### config.mk
export PLATFORM = sky130hd
export DESIGN_NAME = bif_front
export DESIGN_NICKNAME = d
export VERILOG_FILES = /design/src/rtl/bif_pkg.sv /design/src/rtl/bif_front.sv
export SDC_FILE = /design/constraint.sdc
export NUM_CORES = 1
export LEC_CHECK = 0
export BUFFER_PORTS_ARGS = -buffer_cell sky130_fd_sc_hd__clkbuf_2
export CORE_AREA = 8 8 84 86
export DETAILED_ROUTE_END_ITERATION = 12
export DIE_AREA = 0 0 92 94
export GPL_TIMING_DRIVEN = 0
export PLACE_DENSITY = 0.8
export SYNTH_ARGS = -nofsm -noshare
export SYNTH_HDL_FRONTEND = slang
export SYNTH_SLANG_ARGS = --single-unit
### constraint.sdc
create_clock -name clk_i -period 8.9 [get_ports clk_i]
set_clock_uncertainty 0.2 [all_clocks]
set_input_delay 0 -clock clk_i [delete_from_list [all_inputs] [get_ports clk_i]]
set_output_delay 0 -clock clk_i [all_outputs]
set_load 0.02 [all_outputs]
### src/rtl/bif_pkg.sv
// Shared types and constants of the bilateral image filter.
// Used by every module under rtl; depends on nothing.
package bif_pkg;

  localparam int unsigned MAX_RADIUS  = 15;
  localparam int unsigned MAX_WIDTH   = 2048;
  localparam int unsigned MAX_HEIGHT  = 2048;
  localparam int unsigned SP_ENTRIES  = 2 * MAX_RADIUS + 1;
  localparam int unsigned RG_ENTRIES  = 512;
  localparam int unsigned LINE_DEPTH  = SP_ENTRIES * MAX_WIDTH;
  localparam int unsigned LINE_AW     = $clog2(LINE_DEPTH);
  localparam int unsigned SP_AW       = $clog2(SP_ENTRIES);
  localparam int unsigned RG_AW       = $clog2(RG_ENTRIES);
  localparam int unsigned DIM_W       = 12;
  localparam int unsigned POS_W       = 11;
  localparam int unsigned PIX_W       = 12;
  localparam int unsigned WGT_W       = 16;
  localparam int unsigned ACC_W       = 38;
  localparam int unsigned WSUM_W      = 26;
  localparam int unsigned RANGE_SHIFT = 4;

  localparam logic [1:0] CMD_PIXEL   = 2'd0;
  localparam logic [1:0] CMD_FLUSH   = 2'd1;
  localparam logic [1:0] CMD_LOAD_SP = 2'd2;
  localparam logic [1:0] CMD_LOAD_RG = 2'd3;

  localparam logic [1:0] CFG_RADIUS = 2'd0;
  localparam logic [1:0] CFG_WIDTH  = 2'd1;
  localparam logic [1:0] CFG_HEIGHT = 2'd2;

  typedef struct packed {
    logic [1:0]       command;
    logic [PIX_W-1:0] pixel_value;
    logic [8:0]       table_index;
    logic [WGT_W-1:0] table_weight;
  } in_item_t;

  typedef struct packed {
    logic [PIX_W-1:0] filtered_value;
    logic             zero_weight;
    logic             frame_last;
  } res_t;

  typedef enum logic [1:0] {
    KIND_PIXEL,
    KIND_FLUSH,
    KIND_LOAD_SP,
    KIND_LOAD_RG
  } kind_e;

  typedef struct packed {
    kind_e            kind;
    logic             sp_ok;
    logic [PIX_W-1:0] pixel;
    logic [RG_AW-1:0] index;
    logic [WGT_W-1:0] weight;
  } job_t;

  typedef struct packed {
    logic valid;
    job_t job;
  } front_t;

endpackage

### src/rtl/bif_front.sv
// Front end: two-entry request queue and command decode.
// Depends on bif_pkg.
module bif_front (
  input  logic              clk_i,
  input  logic              rst_ni,
  input  logic              push,
  output logic              full,
  input  bif_pkg::in_item_t in_item_i,
  output bif_pkg::front_t   front_o,
  input  logic              take_i
);

  bif_pkg::in_item_t mem_q [2];
  logic       wr_q, rd_q;
  logic [1:0] cnt_q;
  logic       do_wr, do_rd;
  bif_pkg::in_item_t head;

  assign full  = (cnt_q == 2'd2);
  assign do_wr = push && !full;
  assign do_rd = take_i && (cnt_q != 2'd0);
  assign head  = mem_q[rd_q];

  always_ff @(posedge clk_i) begin
    if (do_wr) begin
      mem_q[wr_q] <= in_item_i;
    end
  end

  always_ff @(posedge clk_i or negedge rst_ni) begin
    if (!rst_ni) begin
      wr_q  <= 1'b0;
      rd_q  <= 1'b0;
      cnt_q <= 2'd0;
    end else begin
      if (do_wr) wr_q <= !wr_q;
      if (do_rd) rd_q <= !rd_q;
      cnt_q <= cnt_q + {1'b0, do_wr} - {1'b0, do_rd};
    end
  end

  // Classify the oldest request.
  always_comb begin
    front_o.valid      = (cnt_q != 2'd0);
    front_o.job.pixel  = head.pixel_value;
    front_o.job.index  = head.table_index;
    front_o.job.weight = head.table_weight;
    front_o.job.sp_ok  = ({23'd0, head.table_index} < 32'(bif_pkg::SP_ENTRIES));
    unique case (head.command)
      bif_pkg::CMD_PIXEL:   front_o.job.kind = bif_pkg::KIND_PIXEL;
      bif_pkg::CMD_FLUSH:   front_o.job.kind = bif_pkg::KIND_FLUSH;
      bif_pkg::CMD_LOAD_SP: front_o.job.kind = bif_pkg::KIND_LOAD_SP;
      default:              front_o.job.kind = bif_pkg::KIND_LOAD_RG;
    endcase
  end

endmodule

== Word level (Yosys, flattened, before mapping) ==
Memories as Yosys holds them, arrays and structs flattened.
Cells that the tools add are included.

* $add $sub $neg: 2
* Multipliers: 0
* Div/mod/pow operators: 0
* Magnitude comparators: 1
* Equal/unequal tests: 3
* Shift-type cells: 0
* Multiplexer cells: 3
* Bitwise gates (word level): 0
* Reduce and logical (&&, ||, !) cells: 7

{| class="wikitable"
|+ Operators with widths
! operator !! count
|-
| $lt 9x5->1 const B || 1
|-
| $pmux 2 s3 || 1
|-
| $eq 2x2->1 const B || 2
|-
| $logic_not 1->1 || 3
|-
| $add 2x1->2 || 1
|-
| $eq 2x1->1 const B || 1
|-
| $logic_and 1x1->1 || 2
|-
| $logic_not 2->1 || 1
|-
| $mux 1 || 2
|-
| $reduce_bool 2->1 || 1
|-
| $sub 2x1->2 || 1
|}

* Bits in registers: 4
* Bits in latches: 0
* Bits in writable memories: 78
* Memory bits (read-only): 0
* Input port bits: 43
* Output and inout port bits: 42
* Logic and storage cells: 20
* Memories: 1

{| class="wikitable"
|+ Memory list
! name !! depth !! width !! read ports !! clocked after memory_dff !! write ports !! line !! text
|-
| mem_q || 2 || 39 || 1 || 0 || 1 || bif_front.sv:13 || <nowiki>bif_pkg::in_item_t mem_q [2];</nowiki>
|}

== Logic depth before layout (Yosys ltp) ==
* Depth after elaboration: 5
* Gate-level depth with buffers: 7
* Depth with buffers taken out: 7

== Least setup slack after synthesis ==
No wires, ideal clock.

* Path kind: register -> register
* From: register cnt_q[1]
* To: memory mem_q[0][0] (netlist name) (enable)
* Library setup time: 0.435 ns
* Arrival: 2.233 ns
* Required time: 8.265 ns
* Setup slack: 6.032 ns
* Stages on the path, launching flop included: 4
* Buffers on the path: 0
* Clock period less this slack: 2.868 ns
* Path through: dfrtp_1 nand2b_1 nand2_1 nor2_1

* Longest elaborated chain between the ends: 5

{| class="wikitable"
|+ Ends and longest elaborated chain
! item !! line !! text
|-
| start: declaration || bif_front.sv:15 || <nowiki>logic [1:0] cnt_q;</nowiki>
|-
| start signal: assignment || bif_front.sv:38 || <nowiki>cnt_q <= cnt_q + {1'b0, do_wr} - {1'b0, do_rd};</nowiki>
|-
| $eq 2x2->1 || bif_front.sv:19 || <nowiki>assign full = (cnt_q == 2'd2);</nowiki>
|-
| $logic_not 1->1 || bif_front.sv:20 || <nowiki>assign do_wr = push && !full;</nowiki>
|-
| $logic_and 1x1->1 || bif_front.sv:20 ||
|-
| $mux 1 || bif_front.sv:25 || <nowiki>if (do_wr) begin</nowiki>
|-
| $mux 1 (not written as such) || bif_front.sv:26 || <nowiki>mem_q[wr_q] <= in_item_i;</nowiki>
|-
| end: declaration || bif_front.sv:13 ||
|}

No other way between the ends.

==> metrics.txt <==
status completed; crit path DAT 1.93 ns; GPL Wtd Cong 0.7133; met2 wire len 3.346 mm; Pre-Repair DR Iteration Count 5; max_slew headroom 38.65%; max-slew violation count 0; Nets 331; met3 WL 483 µm; Vias/cell 4.901; Design Power 1.275 mW; min-delay worst type input port to flop; critical path class flop to output port; FP Rows 28; post-placement cell area 3612 µm²; Die Ht 94 µm; Peak VDD IR 206.9 µV; Avg Inst Size Synth 20.83 µm²; vias post-DR 1789; RR Startpoint cnt_q[1]; sequential area share after synthesis 79.77%; Hold EP mem_q[0][25]; pre-CTS setup slack 6.930 ns; Cell Pwr Density 302.5 nW/µm²; number of flops mapped to enable cells by yosys 78; core area 5746 µm²; Async SR Flop Fraction 4.878%; total gr overflow 0; htree depth 3; Final setup viols 0; total wire length 6.198 mm; area of the multi-input gates 589.3 µm²; post-synth top area cell edfxtp_1; min-delay src in_item_i[25]; vias in the first global route 2017; period utilization 23.90%; number of remaining DRC errors 0; R2R depth 4; total of max-cap violations 0; Synth cell types 21; syn nets 192; Chip Width 92 µm; Top Metal Used met4; CTS Sinks 82; Reg clk slew, reported paths 0.07 ns; Slew @ Worst Pin 0.9203 ns; IO Pins 85; DRT iter0 DRCs 57; part of the power in registers 43.5%; WP data required 8.70 ns; later-pin clock latency in the skew report 0.33 ns; Register Area 2442 µm²; Final Hold Violating Endpoints 0; Area Overhead vs Synth 37.72%; Max Root-Sink Buffers 2; Primary FF master, synth edfxtp_1; Starting Density 53.29%; M1 wire length 2.298 mm; Clock power frac 19.1%; combinational fraction of design power 37.4%; remaining antenna violation count 0; largest net degree at the start of global routing 40; reg2reg end mem_q[0][5]; Crit Path Max Fanout 8; FF-to-FF setup slack 6.93 ns; ANT cells 0; die area 8648 µm²; Synth area leaders edfxtp_1 77%, mux2_2 14%, dfrtp_1 3.3%, xnor2_1 0.86%, ha_1 0.82%; setup TNS 0 ns; unrepaired setup endpoints after global routing false; routed length per instance 16.98 µm; Mapped Area 3062 µm²; CTS buffer count 9; Synth Warn # 0; FILL cells 361; setup ws final 6.773 ns; input/output buffers 84; Final Critical Period 2.127 ns; synthesized instance count 147; Synth top area share 76.50%; crit end category output port; leak pwr 1.644 nW; Fmax 0.4702 GHz; CTS tree done; Sw Share 33.31%; Psw 0.4249 mW; Startpoint Class flop; top cells by count, synth 78 x edfxtp_1, 39 x mux2_2, 4 x buf_2, 4 x dfrtp_1, 3 x xnor2_1; most frequent cell after synthesis edfxtp_1; clock root buffer clkbuf_8; initial antenna violation count 0; share of layout cells above drive strength 1 49.31%; WHS Path Cells 2; Power Internal 0.8505 mW; post-synthesis register bit count 82; first-pass GRT wire length 10.12 mm; Total GRT Usage 15.40%; fin area 4217 µm²
==> kinds of logic (layout without fill, tap and decap cells) <==
family	Yosys count	after routing	share of synthesized area (%)
simple gates	10	10	1.921
mux	39	39	14.34
xor+xnor	4	4	1.144
buf+inv	7	150	1.267
flops	82	82	79.77
fa+ha+maj	2	2	0.8172
compound gates	3	3	0.7355
==> worst max path at each step <==
stage / from / end
2_1_floorplan: cnt_q[1] / mem_q[0][0]
3_3_place_gp: cnt_q[1] / mem_q[0][12]
3_5_place_dp: cnt_q[1] / mem_q[0][15]
4_1_cts: rd_q / front_o[37]
5_1_grt: rd_q / front_o[37]
6_report: rd_q / front_o[37]
==> through the flow <==
| stage | std cells | util [%] | hold slack (ns) |
|---|---|---|---|
| 6_report | 365 | 73.39 | 0.1971 |
| 5_1_grt | 365 | 73.39 | 0.1804 |
| 4_1_cts | 365 | 73.39 | 0.1753 |
| 3_5_place_dp | 307 | 62.87 | -0.3887 |
| 3_3_place_gp | 306 | 62.24 | -0.3895 |
| 2_1_floorplan | 147 | - | -0.4956 |
==> sequential cells by signal, indices dropped and copies added (netlist names) <==
register / cells
mem_q: 78
cnt_q: 2
rd_q: 1
wr_q: 1
==> layout make-up <==
class	count	share of cell area, %
repair buffers	128	20.83
clock inverters	5	1.098
clock buffers	10	3.027
well taps	75	2.226
multi-input cells	58	13.98
plain buffers	5	0.7418
flip-flops and latches	82	57.92
inverters	2	0.1780
==> metal layers <==
| metal | vias to the layer above | track usage [%] |
|---|---|---|
| met3 | 6 | 6.155 |
| li1 | 852 | - |
| met1 | 860 | 15.33 |
| met5 | - | 0 |
| met2 | 71 | 27.53 |
| met4 | 0 | 7.248 |
==> cells in the final DEF, fill, tap and decap left out, types with 2 or more instances in the layout <==
cell type	Yosys	routed
xnor2_1	3	3
nand2_1	2	2
dfrtp_1	4	4
clkinv_1	0	3
ha_1	2	2
inv_1	2	2
mux2_2	39	39
dlygate4sd3_1	0	43
buf_2	4	4
edfxtp_1	78	78
clkbuf_2	0	84
clkbuf_8	0	9
==> critical path, stage by stage (launching register included) <==
cell and delay [ns]:
dfrtp_1 0.37, buf_6 0.13, or4_1 0.52, o22a_1 0.21, a41oi_1 0.16, clkbuf_2 0.20
==> power groups by stage <==
stage | Clock [mW] | Combinational [mW] | Sequential, mW
after detailed placement | 0 | 0.469 | 0.564
after global placement | 0 | 0.451 | 0.563
after floorplan | 0 | 0.319 | 0.557
after CTS | 0.248 | 0.486 | 0.556
after global routing | 0.263 | 0.514 | 0.564
final | 0.243 | 0.477 | 0.555
==> what timing repair did <==
item,in CTS,in global routing
hold buffers,43,0
hold endpoints to repair,84,0
buffers inserted,0,0
gates resized for setup,0,0
No activity file was read; power rests on OpenSTA's default activity.
