### src/rtl/bif_pkg.sv
// Shared types and constants of the bilateral image filter.
// Used by every module under rtl; depends on nothing.
package bif_pkg;

  localparam int unsigned MAX_RADIUS  = 15;
  localparam int unsigned MAX_WIDTH   = 2048;
  localparam int unsigned MAX_HEIGHT  = 2048;
  localparam int unsigned SP_ENTRIES  = 2 * MAX_RADIUS + 1;
  localparam int unsigned RG_ENTRIES  = 512;
  localparam int unsigned LINE_DEPTH  = SP_ENTRIES * MAX_WIDTH;
  localparam int unsigned LINE_AW     = $clog2(LINE_DEPTH);
  localparam int unsigned SP_AW       = $clog2(SP_ENTRIES);
  localparam int unsigned RG_AW       = $clog2(RG_ENTRIES);
  localparam int unsigned DIM_W       = 12;
  localparam int unsigned POS_W       = 11;
  localparam int unsigned PIX_W       = 12;
  localparam int unsigned WGT_W       = 16;
  localparam int unsigned ACC_W       = 38;
  localparam int unsigned WSUM_W      = 26;
  localparam int unsigned RANGE_SHIFT = 4;

  localparam logic [1:0] CMD_PIXEL   = 2'd0;
  localparam logic [1:0] CMD_FLUSH   = 2'd1;
  localparam logic [1:0] CMD_LOAD_SP = 2'd2;
  localparam logic [1:0] CMD_LOAD_RG = 2'd3;

  localparam logic [1:0] CFG_RADIUS = 2'd0;
  localparam logic [1:0] CFG_WIDTH  = 2'd1;
  localparam logic [1:0] CFG_HEIGHT = 2'd2;

  typedef struct packed {
    logic [1:0]       command;
    logic [PIX_W-1:0] pixel_value;
    logic [8:0]       table_index;
    logic [WGT_W-1:0] table_weight;
  } in_item_t;

  typedef struct packed {
    logic [PIX_W-1:0] filtered_value;
    logic             zero_weight;
    logic             frame_last;
  } res_t;

  typedef enum logic [1:0] {
    KIND_PIXEL,
    KIND_FLUSH,
    KIND_LOAD_SP,
    KIND_LOAD_RG
  } kind_e;

  typedef struct packed {
    kind_e            kind;
    logic             sp_ok;
    logic [PIX_W-1:0] pixel;
    logic [RG_AW-1:0] index;
    logic [WGT_W-1:0] weight;
  } job_t;

  typedef struct packed {
    logic valid;
    job_t job;
  } front_t;

endpackage

### src/rtl/bif_outq.sv
// Two-entry result queue between the filter core and the output port.
// Depends on bif_pkg.
module bif_outq (
  input  logic          clk_i,
  input  logic          rst_ni,
  input  logic          wr_i,
  input  bif_pkg::res_t wdata_i,
  output logic          full_o,
  output logic          empty,
  input  logic          pop,
  output bif_pkg::res_t rdata_o
);

  bif_pkg::res_t mem_q [2];
  logic       wr_q, rd_q;
  logic [1:0] cnt_q;
  logic       do_rd;

  assign full_o  = (cnt_q == 2'd2);
  assign empty   = (cnt_q == 2'd0);
  assign do_rd   = pop && !empty;
  assign rdata_o = mem_q[rd_q];

  always_ff @(posedge clk_i) begin
    if (wr_i) begin
      mem_q[wr_q] <= wdata_i;
    end
  end

  always_ff @(posedge clk_i or negedge rst_ni) begin
    if (!rst_ni) begin
      wr_q  <= 1'b0;
      rd_q  <= 1'b0;
      cnt_q <= 2'd0;
    end else begin
      if (wr_i) wr_q <= !wr_q;
      if (do_rd) rd_q <= !rd_q;
      cnt_q <= cnt_q + {1'b0, wr_i} - {1'b0, do_rd};
    end
  end

endmodule

### config.mk
export PLATFORM = sky130hd
export DESIGN_NAME = bif_outq
export DESIGN_NICKNAME = d
export VERILOG_FILES = /design/src/rtl/bif_pkg.sv /design/src/rtl/bif_outq.sv
export SDC_FILE = /design/constraint.sdc
export NUM_CORES = 1
export LEC_CHECK = 0
export ABC_AREA = 1
export BUFFER_PORTS_ARGS = -buffer_cell sky130_fd_sc_hd__buf_2
export CORE_UTILIZATION = 29
export DETAILED_ROUTE_END_ITERATION = 10
export PLACE_DENSITY = 0.53
export SLEW_MARGIN = 20
export SYNTH_ARGS = -nofsm -noshare
export SYNTH_HDL_FRONTEND = slang
export SYNTH_SLANG_ARGS = --single-unit
### constraint.sdc
create_clock -name clk_i -period 1.42 [get_ports clk_i]
set_clock_uncertainty 0.15 [all_clocks]
set_input_delay 0.355 -clock clk_i [delete_from_list [all_inputs] [get_ports clk_i]]
set_output_delay 0.355 -clock clk_i [all_outputs]
set_load 0.02 [all_outputs]
Word-level counts from Yosys, hierarchy flattened:

Memory sizes are Yosys's and may differ from the RTL's.
Index checks and enable logic that the tools add are counted.

* bits in registers: 4
* memory bits (writable): 28
* bits of input ports: 18
* output and inout bits: 16
* logic and storage cells: 14
* memories kept: 1

Memories
* mem_q: words 2, width 14, read ports 1, clocked after memory_dff 0, wr ports 1, line bif_outq.sv:14 `bif_pkg::res_t mem_q [2];`

* add/sub/neg operators: 2
* equal/unequal tests: 1
* multiplexer cells: 2
* reductions and logical operators: 5

Operators by type and width (count)
* $logic_not 1->1: 3
* $add 2x1->2: 1
* $eq 2x2->1 const B: 1
* $logic_not 2->1: 1
* $mux 1: 2
* $sub 2x1->2: 1
* $logic_and 1x1->1: 1

Longest topological paths before layout:

Gate-level depths: netlist of the first run.

* depth after elaboration: 4
* mapped depth: 10
* depth with buffers taken out: 10

Worst setup path before layout of the first run:

Ideal clock, no wire load.

* path kind: register to register
* from: register wr_q
* to: memory mem_q[0][0] (netlist name) (enable)
* setup time: 0.384 ns
* arrival: 1.021 ns
* data required time: 0.886 ns
* slack: -0.136 ns
* cell stages (with the launch flop): 2
* path buffers: 0
* period minus slack after synthesis: 1.556 ns
* path through: dfrtp_1 nor2_1

RTL lines
* start: declaration: line bif_outq.sv:15 `logic wr_q, rd_q;`
* start signal: assignment: line bif_outq.sv:36 `if (wr_i) wr_q <= !wr_q;`
* end: declaration: line bif_outq.sv:14

No word-level cell before the write port.

==> flow_summary.ini, run 1 <==
[status]
outcome = finished with violations
violations = negative setup slack

[floorplan]
num_rows = 23
io_pins = 34
start_util_pct = 31.23
die_y_um = 68.57
die_w_um = 68.57
dieArea_mm2 = 0.004701
core_area_mm2 = 0.004115

[power_and_ir_drop]
power_uw = 4167
power.density_mw_per_mm2 = 2165
leakagePower_uw = 0.0008512
peakVddDrop_uv = 1045

[timing]
finalHoldViolCount = 0
timing.slew.headroom_pct = 82.44
rsz0062_at_grt = true
fin_crit_sh_pct = 120.5
max_freq_ghz = 0.5842
tightest_slew_ps = 263.4
slew_viol_final = 0
period_needed_ps = 1712
setup_violations = 18
worst_slack_ps = -291.8

[min_path]
hp-start = wdata_i[1]
whs_endpoint = mem_q[0][1]
min_delay_path_depth = 1
hp-class = input pin to register

[yosys]
syn_area_mm2 = 0.001285
synth_warnings = 0
synth_seq_area_share_pct = 73.22
synth_fp_nets = 124
syn-instance-count = 104
synth_edf_count = 28
async_flop_share_pct = 12.50
synth_top_cells_by_area = edfxtp_1, nand2_1, dfrtp_1
synthTopCellsByCount = nand2_1, edfxtp_1, inv_1, nand2_2, dfrtp_1
synth_top_cell_by_area = edfxtp_1
ys_ff_latch = 32
synth_cell_types = 12
yosysMostFrequentCell = nand2_1
synth_area_per_cell_um2 = 12.36
synthFlopType = edfxtp_1
netlist.area_leader.share_pct = 65.43

[critical_path]
cp.required_ps = 910
crit_arrival_ps = 1210
crit_chain = buf_6, nand2_1, nand2_1, buf_6
endpoint_kind = output pin
ff2ff_setup_slack_ps = -50
r2r_end = cnt_q[1]
rr_worst_depth = 9
start_kind = register
cp_max_fo = 6
setup.worst_path.class = register to output pin
cp_slowest_stage_delay_ps = 520
regToRegStartpoint = cnt_q[1]
crit_path_top_delay_cell = dfrtp_2

[placed_design]
dp.final_hpwl_mm = 1.672
globalplace.congestion = 0.6471
port_buffers = 33

[final_layout]
antenna_cells = 0
fin_util_pct = 46.76
syn_to_final_growth_pct = 49.76
nFillCells = 390
final_layout_size_suffix_gt1_share_pct = 60.87
nets = 181

[flow_run]
cap_violations = 0

[global_routing]
first_global_vias = 930
grt_max_degree = 16
grt_first_pass_wirelength_mm = 4.043
grt_use_total_pct = 12.52
overflow = 0
antenna_found_initial = 0

[route]
routed-via-count = 903
wl_mm = 2.592
drtIter0Drc = 42
post-route-drc-count = 0
wl_per_cell_um = 12.28
drtPass1Iterations = 4
ant_nets = 0
vias_per_cell = 4.280

[clock_network]
clkSlewWorstSetupHoldPaths_ps = 60
cts_buffer_depth = 2
ctsRootBufferMaster = clkbuf_8
cts_tree = built
clk_latency_ps = 270
htree_levels = 2
clock-sinks = 32
cts_buffers = 5
[through the flow]
step / worst slack, ps / setup TNS [ps] / std cells / area (um2) / hold slack (ps)
after floorplan: -20.46 / -20.46 / 104 / 1290 / -90.59
after global placement: -51.89 / -87.02 / 196 / 1565 / 20.62
after detailed placement: -96.50 / -542.0 / 196 / 1565 / 20.73
after CTS: -278.0 / -4149 / 209 / 1754 / 110.3
after global routing: -335.2 / -5054 / 211 / 1924 / 106.4
final: -291.8 / -4120 / 211 / 1924 / 116.8
[per-layer routing]
metal	vias to the layer above	GRT usage [%]	wire (um)
li1	447	-	-
met1	418	13.20	1039
met2	33	21.94	1327
met3	5	4.934	189
met4	0	5.469	36
met5	-	0	0
[critical path: cells and delay by family, from the launching register on]
kind | cells | cell delay [ps]
buffers and inverters | 2 | 280
and+or+nand+nor | 2 | 120
DFF | 1 | 520
[layout make-up]
cell class | count | area, um2 | share of cell area (%)
well taps | 50 | 62.56 | 3.251
repair inverters | 1 | 6.256 | 0.3251
clock inverters | 1 | 5.005 | 0.2601
clock buffers | 6 | 72.57 | 3.771
multi-input cells | 59 | 354.1 | 18.40
inverters | 10 | 47.55 | 2.471
repair buffers | 52 | 434.2 | 22.56
flip-flops and latches | 32 | 942.2 | 48.96
[how the worst max path moves through the flow]
stage | start | to | slack [ps] | cells after the start
after detailed placement | cnt_q[0] | cnt_q[1] | -100 | 10
final | rd_q | rdata_o[5] | -290 | 4
after global routing | rd_q | rdata_o[2] | -340 | 4
after CTS | rd_q | rdata_o[11] | -280 | 4
after floorplan | cnt_q[1] | cnt_q[1] | -20 | 9
after global placement | cnt_q[0] | cnt_q[1] | -50 | 9
[flip-flops by register name, indices dropped and copies added, names as in the netlist]
signal / count
cnt_q: 2
wr_q: 1
rd_q: 1
mem_q: 28
[cell families after synthesis]
logic type	Yosys count	synth area share, %
AND/OR/NAND/NOR	56	17.53
flip-flops	32	73.22
buffers and inverters	13	6.621
adder cells (fa/ha/maj)	2	1.947
XOR/XNOR	1	0.6817
[power breakdown]
group / switching (uW) / total (uW) / internal (uW) / leakage [uW]
clock: 291 / 623 / 332 / 0.0000410
sequential: 138 / 1410 / 1270 / 0.000309
combinational: 1100 / 2130 / 1040 / 0.000501
[what timing repair did]
item | in CTS | in global routing
hold buffers | 1 | 0
cloned | 0 | 1
resized for setup | 20 | 53
pin swaps | 6 | 13
hold endpoints to repair | 4 | 0
buffers inserted | 6 | 3
setup endpoints to repair | 18 | 19
[placed cells by master, fill, tap and decap left out]
| cell type | n |
|---|---|
| dlygate4sd3_1 | 1 |
| inv_2 | 5 |
| buf_2 | 18 |
| nand3_1 | 1 |
| edfxtp_1 | 28 |
| nor2_2 | 1 |
| dfrtp_2 | 1 |
| clkinv_2 | 1 |
| inv_1 | 3 |
| nor2_4 | 1 |
| nand2_1 | 25 |
| nand2_2 | 27 |
| clkbuf_8 | 5 |
| ha_4 | 2 |
| inv_8 | 1 |
| buf_4 | 10 |
| clkbuf_1 | 1 |
| nand3_2 | 1 |
| xor2_1 | 1 |
| inv_4 | 2 |
| buf_6 | 23 |
| dfrtp_1 | 3 |
Note: power is estimated with default switching activity, not from simulation.
==> inputs of run 2 (changes only) <==
--- a/config.mk
+++ b/config.mk
@@ -7,10 +7,11 @@
 export LEC_CHECK = 0
 export ABC_AREA = 1
 export BUFFER_PORTS_ARGS = -buffer_cell sky130_fd_sc_hd__buf_2
-export CORE_UTILIZATION = 29
+export CORE_UTILIZATION = 25
 export DETAILED_ROUTE_END_ITERATION = 10
-export PLACE_DENSITY = 0.53
+export PLACE_DENSITY = 0.47
 export SLEW_MARGIN = 20
 export SYNTH_ARGS = -nofsm -noshare
 export SYNTH_HDL_FRONTEND = slang
 export SYNTH_SLANG_ARGS = --single-unit
+export TNS_END_PERCENT = 10
==> run 2 against run 1 <==
Compared with the run above: the flow still finishes with violations (negative setup slack); sequential power is essentially flat; sequential cell count stayed put; setup slack better by 13 ps; first-iteration DRC count down 40%; global-route usage down 2.4 points; count of clock-buffer cells in the layout is 1 lower; cell area decreased by 7.3%; via count fell by 2.4%; fmax increased by 0.77%.
==> flow_summary.ini, run 2 (synthesis results as in run 1) <==
[timing]
setup_violations = 18
timing.slew.headroom_pct = 87.90
worst_slack_ps = -278.7
max_freq_ghz = 0.5887
rsz0062_at_grt = true
slew_viol_final = 0
period_needed_ps = 1699
tightest_slew_ps = 181.5
fin_crit_sh_pct = 119.6
finalHoldViolCount = 0

[floorplan]
start_util_pct = 26.50
io_pins = 34
die_w_um = 73.70
num_rows = 25
core_area_mm2 = 0.004848
dieArea_mm2 = 0.005431
die_y_um = 73.70

[critical_path]
cp.required_ps = 910
cp_max_fo = 9
crit_arrival_ps = 1190
setup.worst_path.class = register to output pin
endpoint_kind = output pin
start_kind = register
ff2ff_setup_slack_ps = -110

[final_layout]
final_common_cell = nand2_1
antenna_cells = 0
final_layout_size_suffix_gt1_share_pct = 43.23
fin_area_mm2 = 0.001783
biggestRegsByFlops = mem_q x28, cnt_q x2
largest_reg_flops = 28
largest-register = mem_q
nets = 174
nFillCells = 496
final_cell_mix = nand2_1, edfxtp_1, buf_2
syn_to_final_growth_pct = 38.75

[placed_design]
port_buffers = 33
place_area_mm2 = 0.001609
globalplace.congestion = 0.6404
dp.final_hpwl_mm = 1.711

[global_routing]
overflow = 0
antenna_found_initial = 0
grt_first_pass_wirelength_mm = 3.912
grt_max_degree = 16
grt_use_total_pct = 10.17
first_global_vias = 896

[route]
ant_nets = 0
drtPass1Iterations = 4
vias_per_cell = 3.968
met3_length_um = 137
met2_length_mm = 1.242
routed-via-count = 881
wl_mm = 2.467
wl_per_cell_um = 11.11
wl_met1_mm = 1.071
post-route-drc-count = 0
top_layer = met4
drtIter0Drc = 25

[flow_run]
cap_violations = 0

[clock_network]
ctsRootBufferMaster = clkbuf_8
cts_tree = built
htree_levels = 2
cts_buffers = 5
clock-sinks = 32
clkSlewWorstSetupHoldPaths_ps = 60
cts_buffer_depth = 2
post_cts.repair.setup_buffers = 0
clk_latency_ps = 270

[power_and_ir_drop]
power.density_mw_per_mm2 = 2159
leakagePower_uw = 0.0008112
power_uw = 3849
peakVddDrop_uv = 1124

[status]
outcome = finished with violations
violations = negative setup slack

[min_path]
hp-class = input pin to register
[run 2: cell count changes in the layout (fill, tap and decap cells not counted), moves of 2 or more]
| cell | before | now |
|---|---|---|
| buf_4 | 10 | 14 |
| nand2_1 | 25 | 43 |
| ha_4 | 2 | 0 |
| ha_1 | 0 | 2 |
| buf_12 | 0 | 2 |
| inv_2 | 5 | 3 |
| buf_2 | 18 | 24 |
| buf_6 | 23 | 5 |
| inv_1 | 3 | 6 |
| clkinv_1 | 0 | 2 |
| inv_4 | 2 | 0 |
| nand2_2 | 27 | 9 |
[run 2: what timing repair did]
action / CTS / global route
gates cloned: 0 / 0
hold buffers: 1 / 0
endpoints found under the hold margin: 4 / 0
pin swaps: 1 / 1
setup endpoints to repair: 18 / 18
gates resized for setup: 5 / 19
[run 2: area by class of cell]
type                            instances  area, um2  area share, %
Multi-Input combinational cell         59      274.0          15.37
Timing Repair Buffer                   46      331.6          18.60
Inverter                               10      45.04          2.526
Tap cell                               67      83.83          4.702
Clock inverter                          3      37.54          2.105
Clock buffer                            5      68.82          3.860
Sequential cell                        32      942.2          52.84
[run 2: worst max-delay path, cell delays in order, from the launching register on]
cell and delay, ps:
dfrtp_2 470, buf_12 160, nand2_1 60, nand2_1 60, buf_2 160
[run 2: path summary, 6_finish.rpt]
| path | to | startpoint | depth (start not counted) |
|---|---|---|---|
| hold reg to reg | wr_q | wr_q | 1 |
| setup / recovery | rdata_o[12] | rd_q | 4 |
| setup reg to reg | cnt_q[1] | cnt_q[0] | 9 |
| hold / removal | mem_q[1][0] | wdata_i[0] | 1 |
| min in group asynchronous | rd_q | rst_ni | 2 |
| max in group asynchronous | rd_q | rst_ni | 2 |
[run 2: layer usage]
layer / global-route usage [%] / vias to the layer above
met5: 0 / -
met1: 11.69 / 413
li1: - / 436
met3: 4.938 / 2
met2: 16.62 / 30
met4: 3.205 / 0
[run 2: per-stage QoR]
step	hold WS (ps)	TNS, ps	std cells	util [%]	worst slack (ps)
floorplan	-90.59	-33.61	104	-	-33.61
global placement	18.21	-86.59	213	33.19	-61.22
detailed placement	24.49	-200.1	213	33.19	-107.8
CTS	104.0	-4295	222	35.79	-286.9
global route	100.5	-5002	222	36.77	-324.7
finish	113.0	-3890	222	36.77	-278.7
[run 2: power by group]
group | internal, uW | leakage [uW] | total [uW] | switching, uW
sequential | 1270 | 0.000309 | 1380 | 114
clock | 510 | 0.0000532 | 824 | 314
combinational | 714 | 0.000449 | 1640 | 926
==> inputs of run 3 (changes only) <==
--- a/config.mk
+++ b/config.mk
@@ -7,9 +7,12 @@
 export LEC_CHECK = 0
 export ABC_AREA = 1
 export BUFFER_PORTS_ARGS = -buffer_cell sky130_fd_sc_hd__buf_2
+export CELL_PAD_IN_SITES_DETAIL_PLACEMENT = 2
+export CELL_PAD_IN_SITES_GLOBAL_PLACEMENT = 2
 export CORE_UTILIZATION = 25
 export DETAILED_ROUTE_END_ITERATION = 10
-export PLACE_DENSITY = 0.47
+export GPL_ROUTABILITY_DRIVEN = 0
+export PLACE_DENSITY = 0.66
 export SLEW_MARGIN = 20
 export SYNTH_ARGS = -nofsm -noshare
 export SYNTH_HDL_FRONTEND = slang
==> run 3 against run 2 <==
Compared with the run above: the run still ends with negative setup slack left; wire length is 13% higher; utilization is 0.41 points higher; register-to-register slack gained 20 ps; worst hold slack better by 1.3 ps; via count up 0.34%; highest routed layer unchanged.
==> flow_summary.ini, run 3 (synthesis results as in run 1) <==
[final_layout]
antenna_cells = 0
biggestRegsByFlops = mem_q x28, cnt_q x2
final_cell_mix = nand2_1, edfxtp_1, buf_2
largest-register = mem_q
final_layout_size_suffix_gt1_share_pct = 42.58
nets = 174
final_common_cell = nand2_1
syn_to_final_growth_pct = 40.31
largest_reg_flops = 28
nFillCells = 530
fin_util_pct = 37.19

[floorplan]
num_rows = 25
die_y_um = 73.70
io_pins = 34
core_area_mm2 = 0.004848
start_util_pct = 26.50
die_w_um = 73.70
dieArea_mm2 = 0.005431

[route]
wl_mm = 2.796
routed-via-count = 884
post-route-drc-count = 0
drtPass1Iterations = 3
drtIter0Drc = 16
wl_per_cell_um = 12.59
ant_nets = 0
vias_per_cell = 3.982

[timing]
worst_slack_ps = -272.4
tightest_slew_ps = 198.6
period_needed_ps = 1692
rsz0062_at_grt = true
setup_violations = 18
fin_crit_sh_pct = 119.2
timing.slew.headroom_pct = 86.76
finalHoldViolCount = 0
slew_viol_final = 0
max_freq_ghz = 0.5909
fin_tns_setup_ps = -3917
whs_ps = 114.3

[status]
outcome = finished with violations
violations = negative setup slack

[placed_design]
dp.final_hpwl_mm = 2.145
port_buffers = 33
pre_cts_ws_ps = -140.4

[power_and_ir_drop]
power.density_mw_per_mm2 = 2113
leakagePower_uw = 0.0008101
peakVddDrop_uv = 854.2
power_uw = 3810

[min_path]
min_delay_path_depth = 1
hp-class = input pin to register

[critical_path]
endpoint_kind = output pin
cp_max_fo = 6
crit_arrival_ps = 1190
cp.required_ps = 910
start_kind = register
rr_worst_depth = 10
setup.worst_path.class = register to output pin

[global_routing]
first_global_vias = 977
grt_use_total_pct = 12.03
grt_first_pass_wirelength_mm = 4.540
antenna_found_initial = 0
grt_max_degree = 16
overflow = 0

[clock_network]
cts_buffers = 5
clock-sinks = 32
clkSlewWorstSetupHoldPaths_ps = 60
ctsRootBufferMaster = clkbuf_8
htree_levels = 2
cts_tree = built
clk_latency_ps = 280
cts_buffer_depth = 2

[flow_run]
cap_violations = 0
==> run 3: power breakdown <==
part	leakage (uW)	switching (uW)	internal, uW
clock	0.0000399	306	340
sequential	0.000309	120	1270
combinational	0.000461	953	821
total	0.000810	1380	2430
==> run 3: final timing paths <==
check                           slack, ps     endpoint  startpoint
min in group asynchronous             270         wr_q      rst_ni
worst max register to register        -90     cnt_q[1]    cnt_q[0]
max in group asynchronous             710         rd_q      rst_ni
worst max-delay path                 -270   rdata_o[9]        rd_q
worst min-delay path                  110  mem_q[1][5]  wdata_i[5]
worst min register to register        360         wr_q        wr_q
==> run 3: metal layers <==
metal,track usage (%),wire (um),vias to the layer above
met5,0,0,-
met3,5.487,145,2
met2,20.90,1493,30
met1,13.23,1149,420
li1,-,-,432
met4,3.205,7,0
==> run 3: what timing repair did <==
item	in CTS	in global routing
buffers inserted	2	0
cloned	0	0
endpoints found under the hold margin	4	0
gates resized for setup	13	29
hold buffers	1	0
pin swaps	0	0
endpoints found under the setup margin	18	18
==> run 3: layout make-up <==
class / count / area, um2 / area share [%]
flip-flops and latches: 32 / 942.2 / 52.26
repair buffers: 46 / 377.9 / 20.96
multi-input cells: 59 / 274.0 / 15.20
inverters: 10 / 45.04 / 2.498
clock inverters: 1 / 3.754 / 0.2082
clock buffers: 7 / 76.32 / 4.233
well taps: 67 / 83.83 / 4.650
==> run 3: critical path, cell delays in order, from the launching register on <==
cell     delay [ps]
dfrtp_2         480
buf_4           160
nand2_1          60
nand2_1          60
buf_4           150
==> run 3: through the flow <==
step                cells  cell area (um2)
CTS                   222             1720
floorplan             104             1287
finish                222             1803
global placement      211             1582
detailed placement    211             1582
global route          222             1803
